--- src/sv/lfcdc_pkg.sv ---
`timescale 1ns / 1ps
// ----------------------------------------------------------------------------
// lfcdc_pkg: shared types and constants of the line-follow drive controller
// Holds the fixed field widths, fixed-point limits, register indexes and the
// sequencer state type.
// ----------------------------------------------------------------------------
package lfcdc_pkg;

   // Fixed field widths.
   localparam int GAIN_W    = 24;
   localparam int TGT_W     = 16;
   localparam int CSR_W     = 24;
   localparam int CSR_IDX_W = 3;
   localparam int WHEEL_W   = 16;
   localparam int YAW_W     = 16;
   localparam int MOT_W     = 16;

   // Internal fixed-point widths.
   localparam int Q_W      = 14;  // quotient bits, the bias magnitude stays below 2^14
   localparam int BIAS_W   = 16;  // Q7.8 steering bias
   localparam int ERR_W    = 18;  // speed error, integer count
   localparam int ACC_W    = 17;  // speed accumulator, clamped to +-40960
   localparam int RERR_W   = 29;  // yaw-rate error, Q.8
   localparam int X_W      = 30;  // operand of the shared multiplier
   localparam int PROD_W   = GAIN_W + X_W;
   localparam int SUM_W    = PROD_W + 2;
   localparam int TURN_W   = SUM_W - 8;
   localparam int MSUM_W   = TURN_W + 1;

   // Scaling and limits.
   localparam int BIAS_SCALE   = 12800;
   localparam int PRESENCE_MIN = 25;
   localparam int DEADBAND     = 128;
   localparam int SPEED_LIMIT  = 40960;
   localparam int MOTOR_MAX    = 32767;
   localparam int MOTOR_MIN    = -32768;

   // Configuration register indexes.
   typedef enum logic [CSR_IDX_W-1:0] {
      REG_SPEED_TARGET = 3'd0,
      REG_SPEED_KP     = 3'd1,
      REG_SPEED_KI     = 3'd2,
      REG_SPEED_KD     = 3'd3,
      REG_RATE_KP      = 3'd4,
      REG_RATE_KD      = 3'd5,
      REG_STEER_KP     = 3'd6,
      REG_STEER_KD     = 3'd7
   } csr_index_type;

   // Sequencer states.
   typedef enum logic [3:0] {
      ST_IDLE = 4'b0001,
      ST_DIV  = 4'b0010,
      ST_MAC  = 4'b0100,
      ST_OUT  = 4'b1000
   } state_type;

endpackage

--- src/sv/lfcdc_req_if.sv ---
`timescale 1ns / 1ps
// ----------------------------------------------------------------------------
// lfcdc_req_if: input channel of the line-follow drive controller
// Carries one control tick: three line samples, two wheel counts, yaw rate.
// ----------------------------------------------------------------------------
interface lfcdc_req_if #(
   parameter int ADC_BITS = 12
);
   logic                                   valid;
   logic                                   ready;
   logic [ADC_BITS-1:0]                    line_left;
   logic [ADC_BITS-1:0]                    line_mid;
   logic [ADC_BITS-1:0]                    line_right;
   logic signed [lfcdc_pkg::WHEEL_W-1:0]   wheel_count_left;
   logic signed [lfcdc_pkg::WHEEL_W-1:0]   wheel_count_right;
   logic signed [lfcdc_pkg::YAW_W-1:0]     yaw_rate;

   modport source (
      output valid, line_left, line_mid, line_right,
             wheel_count_left, wheel_count_right, yaw_rate,
      input  ready
   );
   modport sink (
      input  valid, line_left, line_mid, line_right,
             wheel_count_left, wheel_count_right, yaw_rate,
      output ready
   );
endinterface

--- src/sv/lfcdc_rsp_if.sv ---
`timescale 1ns / 1ps
// ----------------------------------------------------------------------------
// lfcdc_rsp_if: result channel of the line-follow drive controller
// Carries the left and right motor commands of one control tick.
// ----------------------------------------------------------------------------
interface lfcdc_rsp_if;
   logic                                 valid;
   logic                                 ready;
   logic signed [lfcdc_pkg::MOT_W-1:0]   motor_left;
   logic signed [lfcdc_pkg::MOT_W-1:0]   motor_right;

   modport source (output valid, motor_left, motor_right, input ready);
   modport sink (input valid, motor_left, motor_right, output ready);
endinterface

--- src/sv/lfcdc_div.sv ---
`timescale 1ns / 1ps
// ----------------------------------------------------------------------------
// lfcdc_div: serial restoring divider for the steering bias
// Produces one quotient bit a cycle; the quotient is known to fit Q_W bits.
// ----------------------------------------------------------------------------
module lfcdc_div #(
   parameter int ADC_BITS = 12
) (
   input  logic                           clock,
   input  logic                           reset,
   input  logic                           start,
   input  logic [ADC_BITS+13:0]           dividend,
   input  logic [ADC_BITS:0]              divisor,
   output logic                           done,
   output logic [lfcdc_pkg::Q_W-1:0]      quotient
);
   localparam int REM_W = ADC_BITS + 14;
   localparam int CNT_W = $clog2(lfcdc_pkg::Q_W);

   logic [REM_W-1:0]            rem_ff, rem_in;
   logic [REM_W-1:0]            dsh_ff, dsh_in;
   logic [lfcdc_pkg::Q_W-1:0]   q_ff, q_in;
   logic [CNT_W-1:0]            cnt_ff, cnt_in;
   logic                        busy_ff, busy_in;
   logic                        done_ff, done_in;

   // One compare and subtract step per cycle.
   always_comb begin
      rem_in  = rem_ff;
      dsh_in  = dsh_ff;
      q_in    = q_ff;
      cnt_in  = cnt_ff;
      busy_in = busy_ff;
      done_in = 1'b0;
      if (start) begin
         rem_in  = dividend;
         dsh_in  = {divisor, 13'b0};
         q_in    = '0;
         cnt_in  = CNT_W'(lfcdc_pkg::Q_W - 1);
         busy_in = 1'b1;
      end else if (busy_ff) begin
         if (rem_ff >= dsh_ff) begin
            rem_in = rem_ff - dsh_ff;
            q_in   = {q_ff[lfcdc_pkg::Q_W-2:0], 1'b1};
         end else begin
            q_in   = {q_ff[lfcdc_pkg::Q_W-2:0], 1'b0};
         end
         dsh_in = dsh_ff >> 1;
         cnt_in = cnt_ff - 1'b1;
         if (cnt_ff == '0) begin
            busy_in = 1'b0;
            done_in = 1'b1;
         end
      end
   end

   always_ff @(posedge clock) begin
      if (reset) begin
         busy_ff <= 1'b0;
         done_ff <= 1'b0;
         cnt_ff  <= '0;
      end else begin
         busy_ff <= busy_in;
         done_ff <= done_in;
         cnt_ff  <= cnt_in;
      end
      rem_ff <= rem_in;
      dsh_ff <= dsh_in;
      q_ff   <= q_in;
   end

   assign done     = done_ff;
   assign quotient = q_ff;

   // The bias magnitude never exceeds the full-scale value.
   a_quot_range: assert property (@(posedge clock) disable iff (reset)
      done_ff |-> (q_ff <= lfcdc_pkg::Q_W'(lfcdc_pkg::BIAS_SCALE)))
      else $error("divider quotient above full scale");

   // The completion pulse comes once the divider has gone idle.
   a_done_idle: assert property (@(posedge clock) disable iff (reset)
      done_ff |-> !busy_ff)
      else $error("divider done while still busy");

   // A new division only starts while the divider is idle.
   a_start_idle: assert property (@(posedge clock) disable iff (reset)
      start |-> !busy_ff)
      else $error("divider started while busy");
endmodule

--- src/sv/line_follow_cascaded_drive_controller.sv ---
`timescale 1ns / 1ps
// ----------------------------------------------------------------------------
// line_follow_cascaded_drive_controller: steering and speed loops of a
// line-following car
// Turns line samples, wheel counts and yaw rate into two motor commands.
// ----------------------------------------------------------------------------
// Usage:
//   req_chan carries one control tick per transfer; rsp_chan returns one pair
//   of motor commands per tick. csr_* writes a gain or the speed target and
//   must only be used while no tick is in flight.
//   With the line present a tick passes from its transfer to a valid result
//   through the serial bias divider (load, 14 quotient bits, then taking the
//   quotient), then through the multiply phases, in which one shared
//   24 x 30 bit multiplier and its accumulator work through the seven loop
//   products, each multiplied and then accumulated, and then the outputs are
//   formed. Without the line the divider is skipped. req_ready returns high
//   the cycle after the result is loaded, so a new tick is accepted only
//   once the previous tick has been computed and its result loaded; the
//   divider and the shared multiplier set how long that takes.
//   The result sits in an output register. If the receiver stalls, the next
//   tick is still accepted and computed, and it waits in the final state until
//   the previous result has been transferred.
//   Reset (synchronous) restores the default gains and target and clears the
//   loop history and the speed accumulator.
// ----------------------------------------------------------------------------
module line_follow_cascaded_drive_controller #(
   parameter int ADC_BITS = 12
) (
   input  logic                                clock,
   input  logic                                reset,
   lfcdc_req_if.sink                           req_chan,
   lfcdc_rsp_if.source                         rsp_chan,
   input  logic                                csr_wr_en,
   input  logic [lfcdc_pkg::CSR_IDX_W-1:0]     csr_index,
   input  logic [lfcdc_pkg::CSR_W-1:0]         csr_wdata
);
   localparam int G = lfcdc_pkg::GAIN_W;
   localparam int X = lfcdc_pkg::X_W;
   localparam int S = lfcdc_pkg::SUM_W;

   // Configuration registers.
   logic signed [lfcdc_pkg::TGT_W-1:0] speed_target_ff;
   logic signed [G-1:0] speed_kp_ff, speed_ki_ff, speed_kd_ff;
   logic signed [G-1:0] rate_kp_ff, rate_kd_ff, steer_kp_ff, steer_kd_ff;

   always_ff @(posedge clock) begin
      if (reset) begin
         speed_target_ff <= 16'sd20;
         speed_kp_ff     <= 24'sd40960;
         speed_ki_ff     <= 24'sd12288;
         speed_kd_ff     <= 24'sd40960;
         rate_kp_ff      <= 24'sd205;
         rate_kd_ff      <= 24'sd41;
         steer_kp_ff     <= 24'sd1146880;
         steer_kd_ff     <= -24'sd409600;
      end else if (csr_wr_en) begin
         case (lfcdc_pkg::csr_index_type'(csr_index))
            lfcdc_pkg::REG_SPEED_TARGET: speed_target_ff <= csr_wdata[15:0];
            lfcdc_pkg::REG_SPEED_KP:     speed_kp_ff     <= csr_wdata;
            lfcdc_pkg::REG_SPEED_KI:     speed_ki_ff     <= csr_wdata;
            lfcdc_pkg::REG_SPEED_KD:     speed_kd_ff     <= csr_wdata;
            lfcdc_pkg::REG_RATE_KP:      rate_kp_ff      <= csr_wdata;
            lfcdc_pkg::REG_RATE_KD:      rate_kd_ff      <= csr_wdata;
            lfcdc_pkg::REG_STEER_KP:     steer_kp_ff     <= csr_wdata;
            lfcdc_pkg::REG_STEER_KD:     steer_kd_ff     <= csr_wdata;
            default: ;
         endcase
      end
   end

   // Input transfer and the bias set-up.
   lfcdc_pkg::state_type state_ff, state_in;
   logic accept;
   logic [ADC_BITS+1:0] line_sum;
   logic [ADC_BITS:0]   side_sum;
   logic                line_present, side_neg;
   logic [ADC_BITS-1:0] side_diff;
   logic [ADC_BITS+13:0] div_num;
   logic                div_done;
   logic [lfcdc_pkg::Q_W-1:0] div_q;
   logic signed [lfcdc_pkg::WHEEL_W+2:0] speed_diff;
   logic signed [lfcdc_pkg::ERR_W-1:0]   e0_calc;

   assign accept   = req_chan.valid && req_chan.ready;
   assign req_chan.ready = (state_ff == lfcdc_pkg::ST_IDLE);
   assign line_sum = (ADC_BITS+2)'(req_chan.line_left) +
                     (ADC_BITS+2)'(req_chan.line_mid) +
                     (ADC_BITS+2)'(req_chan.line_right);
   assign side_sum = (ADC_BITS+1)'(req_chan.line_left) +
                     (ADC_BITS+1)'(req_chan.line_right);
   assign line_present = (line_sum > (ADC_BITS+2)'(lfcdc_pkg::PRESENCE_MIN)) &&
                         (side_sum != '0);
   assign side_neg  = req_chan.line_left < req_chan.line_right;
   assign side_diff = side_neg ? (req_chan.line_right - req_chan.line_left)
                               : (req_chan.line_left - req_chan.line_right);
   assign div_num   = (ADC_BITS+14)'(side_diff) * 14'(lfcdc_pkg::BIAS_SCALE);

   // Speed error, halved with truncation toward zero.
   always_comb begin
      speed_diff = (lfcdc_pkg::WHEEL_W+3)'(speed_target_ff) *
                   (lfcdc_pkg::WHEEL_W+3)'(2)
                 - (lfcdc_pkg::WHEEL_W+3)'(req_chan.wheel_count_left)
                 - (lfcdc_pkg::WHEEL_W+3)'(req_chan.wheel_count_right);
      if (speed_diff < 0) begin
         e0_calc = lfcdc_pkg::ERR_W'((speed_diff + 1) >>> 1);
      end else begin
         e0_calc = lfcdc_pkg::ERR_W'(speed_diff >>> 1);
      end
   end

   lfcdc_div #(.ADC_BITS(ADC_BITS)) u_div (
      .clock    (clock),
      .reset    (reset),
      .start    (accept && line_present),
      .dividend (div_num),
      .divisor  (side_sum),
      .done     (div_done),
      .quotient (div_q)
   );

   // Per-tick working registers and loop history.
   logic                                 neg_ff;
   logic signed [lfcdc_pkg::YAW_W-1:0]   yaw_ff;
   logic signed [lfcdc_pkg::BIAS_W-1:0]  bias_ff, prev_bias_ff;
   logic signed [lfcdc_pkg::ERR_W-1:0]   e0_ff, e1_ff, e2_ff;
   logic signed [lfcdc_pkg::ACC_W-1:0]   acc_ff;
   logic signed [lfcdc_pkg::RERR_W-1:0]  rerr_ff, prev_rerr_ff;
   logic signed [lfcdc_pkg::TURN_W-1:0]  turn_ff;
   logic signed [lfcdc_pkg::PROD_W-1:0]  prod_ff;
   logic signed [S-1:0]                  sum_ff;
   logic [3:0]                           phase_ff;
   logic                                 rsp_valid_ff;
   logic signed [lfcdc_pkg::MOT_W-1:0]   mot_l_ff, mot_r_ff;

   // Operand selection for the shared multiplier.
   logic signed [G-1:0] mac_gain;
   logic signed [X-1:0] mac_x;
   always_comb begin
      case (phase_ff[3:1])
         3'd0: begin
            mac_gain = steer_kp_ff;
            mac_x    = X'(bias_ff);
         end
         3'd1: begin
            mac_gain = steer_kd_ff;
            mac_x    = X'(bias_ff) - X'(prev_bias_ff);
         end
         3'd2: begin
            mac_gain = rate_kp_ff;
            mac_x    = X'(rerr_ff);
         end
         3'd3: begin
            mac_gain = rate_kd_ff;
            mac_x    = X'(rerr_ff) - X'(prev_rerr_ff);
         end
         3'd4: begin
            mac_gain = speed_kp_ff;
            mac_x    = X'(e0_ff) - X'(e1_ff);
         end
         3'd5: begin
            mac_gain = speed_ki_ff;
            mac_x    = X'(e0_ff);
         end
         3'd6: begin
            mac_gain = speed_kd_ff;
            mac_x    = X'(e0_ff) - (X'(e1_ff) <<< 1) + X'(e2_ff);
         end
         default: begin
            mac_gain = '0;
            mac_x    = '0;
         end
      endcase
   end

   // Accumulation results taken at the end of each loop.
   logic signed [S-1:0]   new_sum, rerr_full;
   logic signed [S:0]     acc_full;
   logic signed [lfcdc_pkg::ACC_W-1:0] acc_clamped;
   assign new_sum   = sum_ff + S'(prod_ff);
   assign rerr_full = (new_sum >>> 12) - (S'(yaw_ff) <<< 8);
   assign acc_full  = (S+1)'(acc_ff) + (S+1)'(new_sum);
   always_comb begin
      if (acc_full > (S+1)'(lfcdc_pkg::SPEED_LIMIT)) begin
         acc_clamped = lfcdc_pkg::ACC_W'(lfcdc_pkg::SPEED_LIMIT);
      end else if (acc_full < -(S+1)'(lfcdc_pkg::SPEED_LIMIT)) begin
         acc_clamped = -lfcdc_pkg::ACC_W'(lfcdc_pkg::SPEED_LIMIT);
      end else begin
         acc_clamped = lfcdc_pkg::ACC_W'(acc_full);
      end
   end

   // Motor commands: truncate toward zero, then saturate.
   localparam int M = lfcdc_pkg::MSUM_W;
   logic signed [M-1:0] msum_l, msum_r, mq_l, mq_r;
   logic signed [lfcdc_pkg::MOT_W-1:0] mot_l, mot_r;
   always_comb begin
      msum_l = M'(acc_ff) + M'(turn_ff);
      msum_r = M'(acc_ff) - M'(turn_ff);
      mq_l = (msum_l < 0) ? ((msum_l + M'(4095)) >>> 12) : (msum_l >>> 12);
      mq_r = (msum_r < 0) ? ((msum_r + M'(4095)) >>> 12) : (msum_r >>> 12);
      if (mq_l > M'(lfcdc_pkg::MOTOR_MAX)) mot_l = 16'sh7fff;
      else if (mq_l < M'(lfcdc_pkg::MOTOR_MIN)) mot_l = -16'sh8000;
      else mot_l = lfcdc_pkg::MOT_W'(mq_l);
      if (mq_r > M'(lfcdc_pkg::MOTOR_MAX)) mot_r = 16'sh7fff;
      else if (mq_r < M'(lfcdc_pkg::MOTOR_MIN)) mot_r = -16'sh8000;
      else mot_r = lfcdc_pkg::MOT_W'(mq_r);
   end

   logic out_load;
   assign out_load = (state_ff == lfcdc_pkg::ST_OUT) && (!rsp_valid_ff || rsp_chan.ready);

   // Sequencer.
   always_comb begin
      state_in = state_ff;
      case (state_ff)
         lfcdc_pkg::ST_IDLE: begin
            if (accept) state_in = line_present ? lfcdc_pkg::ST_DIV : lfcdc_pkg::ST_MAC;
         end
         lfcdc_pkg::ST_DIV: begin
            if (div_done) state_in = lfcdc_pkg::ST_MAC;
         end
         lfcdc_pkg::ST_MAC: begin
            if (phase_ff == 4'd13) state_in = lfcdc_pkg::ST_OUT;
         end
         lfcdc_pkg::ST_OUT: begin
            if (out_load) state_in = lfcdc_pkg::ST_IDLE;
         end
         default: state_in = lfcdc_pkg::ST_IDLE;
      endcase
   end

   always_ff @(posedge clock) begin
      if (reset) begin
         state_ff     <= lfcdc_pkg::ST_IDLE;
         phase_ff     <= '0;
         rsp_valid_ff <= 1'b0;
         prev_bias_ff <= '0;
         e1_ff        <= '0;
         e2_ff        <= '0;
         acc_ff       <= '0;
         prev_rerr_ff <= '0;
      end else begin
         state_ff <= state_in;
         // Tick capture.
         if (accept) begin
            phase_ff <= '0;
            neg_ff   <= side_neg;
            yaw_ff   <= req_chan.yaw_rate;
            e0_ff    <= e0_calc;
            if (!line_present) bias_ff <= '0;
         end
         // Bias with deadband once the divider finishes.
         if (state_ff == lfcdc_pkg::ST_DIV && div_done) begin
            if (div_q < lfcdc_pkg::Q_W'(lfcdc_pkg::DEADBAND)) bias_ff <= '0;
            else if (neg_ff) bias_ff <= -lfcdc_pkg::BIAS_W'(div_q);
            else bias_ff <= lfcdc_pkg::BIAS_W'(div_q);
         end
         // Multiply on even phases, accumulate on odd phases.
         if (state_ff == lfcdc_pkg::ST_MAC) begin
            phase_ff <= phase_ff + 1'b1;
            if (!phase_ff[0]) begin
               prod_ff <= mac_gain * mac_x;
               if (phase_ff == 4'd0) sum_ff <= '0;
            end else if (phase_ff == 4'd3) begin
               rerr_ff <= lfcdc_pkg::RERR_W'(rerr_full);
               sum_ff  <= '0;
            end else if (phase_ff == 4'd7) begin
               turn_ff <= lfcdc_pkg::TURN_W'(new_sum >>> 8);
               sum_ff  <= '0;
            end else if (phase_ff == 4'd13) begin
               acc_ff  <= acc_clamped;
            end else begin
               sum_ff  <= new_sum;
            end
         end
         // Result register and history update.
         if (out_load) begin
            rsp_valid_ff <= 1'b1;
            mot_l_ff     <= mot_l;
            mot_r_ff     <= mot_r;
            prev_bias_ff <= bias_ff;
            prev_rerr_ff <= rerr_ff;
            e2_ff        <= e1_ff;
            e1_ff        <= e0_ff;
         end else if (rsp_chan.ready) begin
            rsp_valid_ff <= 1'b0;
         end
      end
   end

   assign rsp_chan.valid       = rsp_valid_ff;
   assign rsp_chan.motor_left  = mot_l_ff;
   assign rsp_chan.motor_right = mot_r_ff;

   // The speed accumulator stays inside its clamp.
   a_acc_range: assert property (@(posedge clock) disable iff (reset)
      (acc_ff <= 17'sd40960) && (acc_ff >= -17'sd40960))
      else $error("speed accumulator out of range");

   // A transfer on the input closes the input until the tick is done.
   a_busy_after_accept: assert property (@(posedge clock) disable iff (reset)
      accept |=> !req_chan.ready)
      else $error("input accepted twice in a row");

   // The applied bias is zero or outside the deadband.
   a_bias_deadband: assert property (@(posedge clock) disable iff (reset)
      (state_ff == lfcdc_pkg::ST_MAC) |->
         (bias_ff == 0 || bias_ff >= 16'sd128 || bias_ff <= -16'sd128))
      else $error("bias inside deadband");
endmodule
--- src/flat_wrapper.sv ---
// flat-port wrapper written by rule: the top's interface ports become plain ports
module line_follow_cascaded_drive_controller_flat 
#(
   parameter int ADC_BITS = 12
)
  (clock, reset, csr_wr_en, csr_index, csr_wdata, req_chan_valid, req_chan_line_left, req_chan_line_mid, req_chan_line_right, req_chan_wheel_count_left, req_chan_wheel_count_right, req_chan_yaw_rate, req_chan_ready, rsp_chan_valid, rsp_chan_motor_left, rsp_chan_motor_right, rsp_chan_ready);
  lfcdc_req_if #(.ADC_BITS(ADC_BITS)) req_chan_i ();
  lfcdc_rsp_if rsp_chan_i ();
  input  logic clock;
  input  logic reset;
  input  logic csr_wr_en;
  input  logic [lfcdc_pkg::CSR_IDX_W-1:0] csr_index;
  input  logic [lfcdc_pkg::CSR_W-1:0] csr_wdata;
  input wire logic [$bits(req_chan_i.valid)-1:0] req_chan_valid;
  input wire logic [$bits(req_chan_i.line_left)-1:0] req_chan_line_left;
  input wire logic [$bits(req_chan_i.line_mid)-1:0] req_chan_line_mid;
  input wire logic [$bits(req_chan_i.line_right)-1:0] req_chan_line_right;
  input wire logic [$bits(req_chan_i.wheel_count_left)-1:0] req_chan_wheel_count_left;
  input wire logic [$bits(req_chan_i.wheel_count_right)-1:0] req_chan_wheel_count_right;
  input wire logic [$bits(req_chan_i.yaw_rate)-1:0] req_chan_yaw_rate;
  output wire logic [$bits(req_chan_i.ready)-1:0] req_chan_ready;
  output wire logic [$bits(rsp_chan_i.valid)-1:0] rsp_chan_valid;
  output wire logic [$bits(rsp_chan_i.motor_left)-1:0] rsp_chan_motor_left;
  output wire logic [$bits(rsp_chan_i.motor_right)-1:0] rsp_chan_motor_right;
  input wire logic [$bits(rsp_chan_i.ready)-1:0] rsp_chan_ready;
  assign req_chan_i.valid = req_chan_valid;
  assign req_chan_i.line_left = req_chan_line_left;
  assign req_chan_i.line_mid = req_chan_line_mid;
  assign req_chan_i.line_right = req_chan_line_right;
  assign req_chan_i.wheel_count_left = req_chan_wheel_count_left;
  assign req_chan_i.wheel_count_right = req_chan_wheel_count_right;
  assign req_chan_i.yaw_rate = req_chan_yaw_rate;
  assign req_chan_ready = req_chan_i.ready;
  assign rsp_chan_valid = rsp_chan_i.valid;
  assign rsp_chan_motor_left = rsp_chan_i.motor_left;
  assign rsp_chan_motor_right = rsp_chan_i.motor_right;
  assign rsp_chan_i.ready = rsp_chan_ready;
  line_follow_cascaded_drive_controller #(.ADC_BITS(ADC_BITS)) u_core (.clock(clock), .reset(reset), .req_chan(req_chan_i), .rsp_chan(rsp_chan_i), .csr_wr_en(csr_wr_en), .csr_index(csr_index), .csr_wdata(csr_wdata));
endmodule
--- config.mk ---
export PLATFORM = sky130hd
export DESIGN_NAME = line_follow_cascaded_drive_controller_flat
export DESIGN_NICKNAME = d
export VERILOG_FILES = /design/src/sv/lfcdc_pkg.sv /design/src/sv/lfcdc_req_if.sv /design/src/sv/lfcdc_rsp_if.sv /design/src/sv/lfcdc_div.sv /design/src/sv/line_follow_cascaded_drive_controller.sv /design/src/flat_wrapper.sv
export SDC_FILE = /design/constraint.sdc
export NUM_CORES = 2
export LEC_CHECK = 0
export ABC_AREA = 1
export BUFFER_PORTS_ARGS = -buffer_cell sky130_fd_sc_hd__buf_2
export CORE_MARGIN = 4
export CORE_UTILIZATION = 37
export DETAILED_ROUTE_END_ITERATION = 7
export GPL_ROUTABILITY_DRIVEN = 0
export RECOVER_POWER = 25
export SETUP_SLACK_MARGIN = 0.2
export SLEW_MARGIN = 20
export SYNTH_ARGS = -nofsm -noshare
export SYNTH_HDL_FRONTEND = slang
export SYNTH_SLANG_ARGS = --single-unit
--- constraint.sdc ---
create_clock -name clock -period 8.85 [get_ports clock]
set_clock_uncertainty 0.1 [all_clocks]
set_input_delay 1.3275 -clock clock [delete_from_list [all_inputs] [get_ports clock]]
set_output_delay 1.3275 -clock clock [all_outputs]
set_load 0.02 [all_outputs]
==> impl_metrics.ini <==
[run_status]
status = complete, but fails checks
violations = max-capacitance violations, max-slew violations, negative setup slack

[sta]
fin_ws_ps = -207
rsz0062_at_grt = true
fmax_ghz = 0.110
tns_ps = -1220
period_needed_ps = 9060
worst_pin_slew_ps = 3470
report.final.setup_viol = 13
hold_violations = 0
slew_violations = 398
fin_hold_ws_ps = 351
period_share_pct = 102
relSlewSlack_pct = -132

[clock_network]
clockRootBuffer = clkbuf_16
clk_pin_slew_ps = 60
holdBufCountCts = 0
ctsLongestPathBuffers = 3
cts_tree = built
cts_buffers = 77
cts.sinks = 633
insertion_delay_ps = 740
htreeDepth = 3

[yosys]
synth_cell_types = 74
synth_seq_cells = 633
synth_area_per_cell_um2 = 7.14
async_flop_share_pct = 0
synth_cells = 11400
synth_area_mm2 = 0.0813
ys.flop_type = dfxtp_1
yosysSeqAreaShare_pct = 19.3
synth_nets = 12900
yosysWarnings = 0
synth_edf_count = 300

[worst_setup_path]
path_common_cell = inv_2
critPathBufInv = 11
crit_family = adder cells
slowest_stage = fa_2
cp-end-kind = flop
r2r_cells = 37
start_kind = flop
slowest_delay_ps = 610
worst-path-stages = 37
required_ps = 9210
cp_max_fo = 11
worstPathArrival_ps = 9420
crit_type = reg2reg

[grt]
antenna_found_initial = 5
grt_pass1_wl_um = 416000
grt-ovfl-total = 0
grt_max_degree = 96
grt_pass1_vias = 73000
groute.usage.overall_pct = 23.2

[floorplan]
die_y_um = 477
io_pins = 150
die-area_mm2 = 0.227
die_w_um = 477
start_util_pct = 37.3
rows = 171
core_region_area_mm2 = 0.218

[pwr]
seqPwrFrac_pct = 32.7
p_leak_nw = 47.1
swShare_pct = 35.9
clock_power_share_pct = 32.1
switching_power_mw = 3.79
comb_power_share_pct = 35.2
p_int_mw = 6.77
power.total_mw = 10.6
powerDensity_mw_per_mm2 = 109
vdd_drop_max_v = 0.000149

[placement]
dpl-instance-area_mm2 = 0.0903
dp.cells = 14800
dp_slack_ps = -666
dp_hpwl_um = 224000
portBuffers = 149

[routing]
ant_nets = 0
wirelength_um = 272000
viasPerCell = 5.02
drc = 0
drt_iter0_markers = 5889
wire_per_inst_um = 18.1
vias = 75500
firstDrtPassIters = 7

[cells_and_area]
layout.cells.non_filler = 15000
layout-drive-gt1-share_pct = 15.9
utilization_pct = 44.3
syn2layout_area_growth_pct = 18.8
nNetsFinal = 13600
fin_area_mm2 = 0.0965
fillers = 22200

[min_path]
min_path_type = reg2reg
holdPathStages = 2

[run]
max-cap-violations = 6
[routing by layer]
| layer | vias to the layer above | GRT usage [%] | wire [µm] |
|---|---|---|---|
| li1 | 37000 | - | - |
| met1 | 35400 | 30.3 | 116000 |
| met2 | 2472 | 37.6 | 121000 |
| met3 | 639 | 3.61 | 18500 |
| met4 | 0 | 11.0 | 16200 |
| met5 | - | 0 | 0 |
[registers in the layout, summed over array words and instances (netlist names), 26 cells and up]
signal and flops:
u_core.sum_ff 56, u_core.prod_ff 54, u_core.turn_ff 48, u_core.prev_rerr_ff 29, u_core.rerr_ff 29, u_core.u_div.dsh_ff 26
u_core.u_div.rem_ff 26
[worst min-delay path: stages (launching register included)]
cell     delay (ps)
dfxtp_1         290
inv_1            60
a21oi_1          50
[cells in the final DEF, fill, tap and decap left out, drive strengths merged, types with 9 or more instances in the layout]
cell type and instances:
nor4 36, o21bai 50, a211oi 25, a221oi 19, o22ai 34, o211ai 50
xor2 211, clkbuf 123, ha 608, o21a 30, xnor2 91, nor2 1271
clkinv 47, o21ai 575, or2 23, buf 944, a31oi 59, dfxtp 333
a21oi 771, o221ai 9, a21o 21, fa 795, nand3b 18, clkinvlp 10
nand2 2564, edfxtp 300, nor3 126, nand3 447, a21boi 22, inv 2403
nand4 107
[power by group through the flow]
| stage | Clock [mW] | Sequential, mW | Combinational, mW |
|---|---|---|---|
| final | 3.39 | 3.46 | 3.71 |
| after global routing | 3.59 | 3.48 | 4.20 |
| after CTS | 3.47 | 3.45 | 3.60 |
| after detailed placement | 0 | 3.51 | 3.51 |
| after global placement | 0 | 3.51 | 3.48 |
| after floorplan | 0 | 3.48 | 2.52 |
[layout make-up]
| class | instances | area, µm² | share of cell area [%] |
|---|---|---|---|
| inverter | 2420 | 9140 | 9.46 |
| clock buffer | 98 | 2120 | 2.20 |
| antenna | 4 | 10.0 | 0.0104 |
| tap | 2854 | 3570 | 3.70 |
| timing repair buffer | 969 | 7550 | 7.83 |
| multi-input combinational | 8020 | 57900 | 59.9 |
| clock inverter | 46 | 589 | 0.611 |
| timing repair inverter | 1 | 7.51 | 0.00778 |
| sequential | 633 | 15700 | 16.2 |
[Yosys cell counts (50+ instances only)]
cell	n	area [µm²]
a31oi_1	59	369
clkbuf_1	223	837
o21ai_0	553	2770
nand2_1	2481	9310
nor2_1	1154	4330
nor2_2	93	582
o211ai_1	50	375
ha_1	608	7610
nand4_1	105	657
dfxtp_1	333	6670
nand3_1	423	2120
edfxtp_1	300	9010
xnor2_1	91	797
nor3_1	115	576
nand2_2	77	482
inv_2	54	203
xor2_1	211	1850
fa_1	795	15900
a21oi_1	760	3800
inv_1	2346	8810
[final timing paths]
check	from	to	slack, ps
hold reg to reg	u_core.speed_kd_ff[6]	u_core.speed_kd_ff[6]	350
setup reg to reg	u_core.e0_ff[17]	u_core.prod_ff[53]	-210
hold / removal	u_core.speed_kd_ff[6]	u_core.speed_kd_ff[6]	350
setup / recovery	u_core.e0_ff[17]	u_core.prod_ff[53]	-210
[cells by family (layout without fill, tap and decap cells)]
logic type	after synthesis	in the layout	synth area share, %
xor gates and xnor gates	302	302	3.25
AOI/OAI and AO/OA	1706	1706	11.7
and+or+nand+nor	4606	4607	23.9
muxes	2	2	0.0246
buffers and inverters	2723	3534	12.9
other	0	4	0
adders and majority gates	1403	1403	28.9
DFF	633	633	19.3
[what timing repair did]
item / 4_1_cts / 5_1_grt
buffers inserted: 53 / 69
resized for setup: 276 / 396
pin swaps: 155 / 268
gates cloned: 2 / 3
setup endpoints to repair: 32 / 39
hold endpoints to repair: 0 / 0
Note: power is estimated with default switching activity, not from simulation.
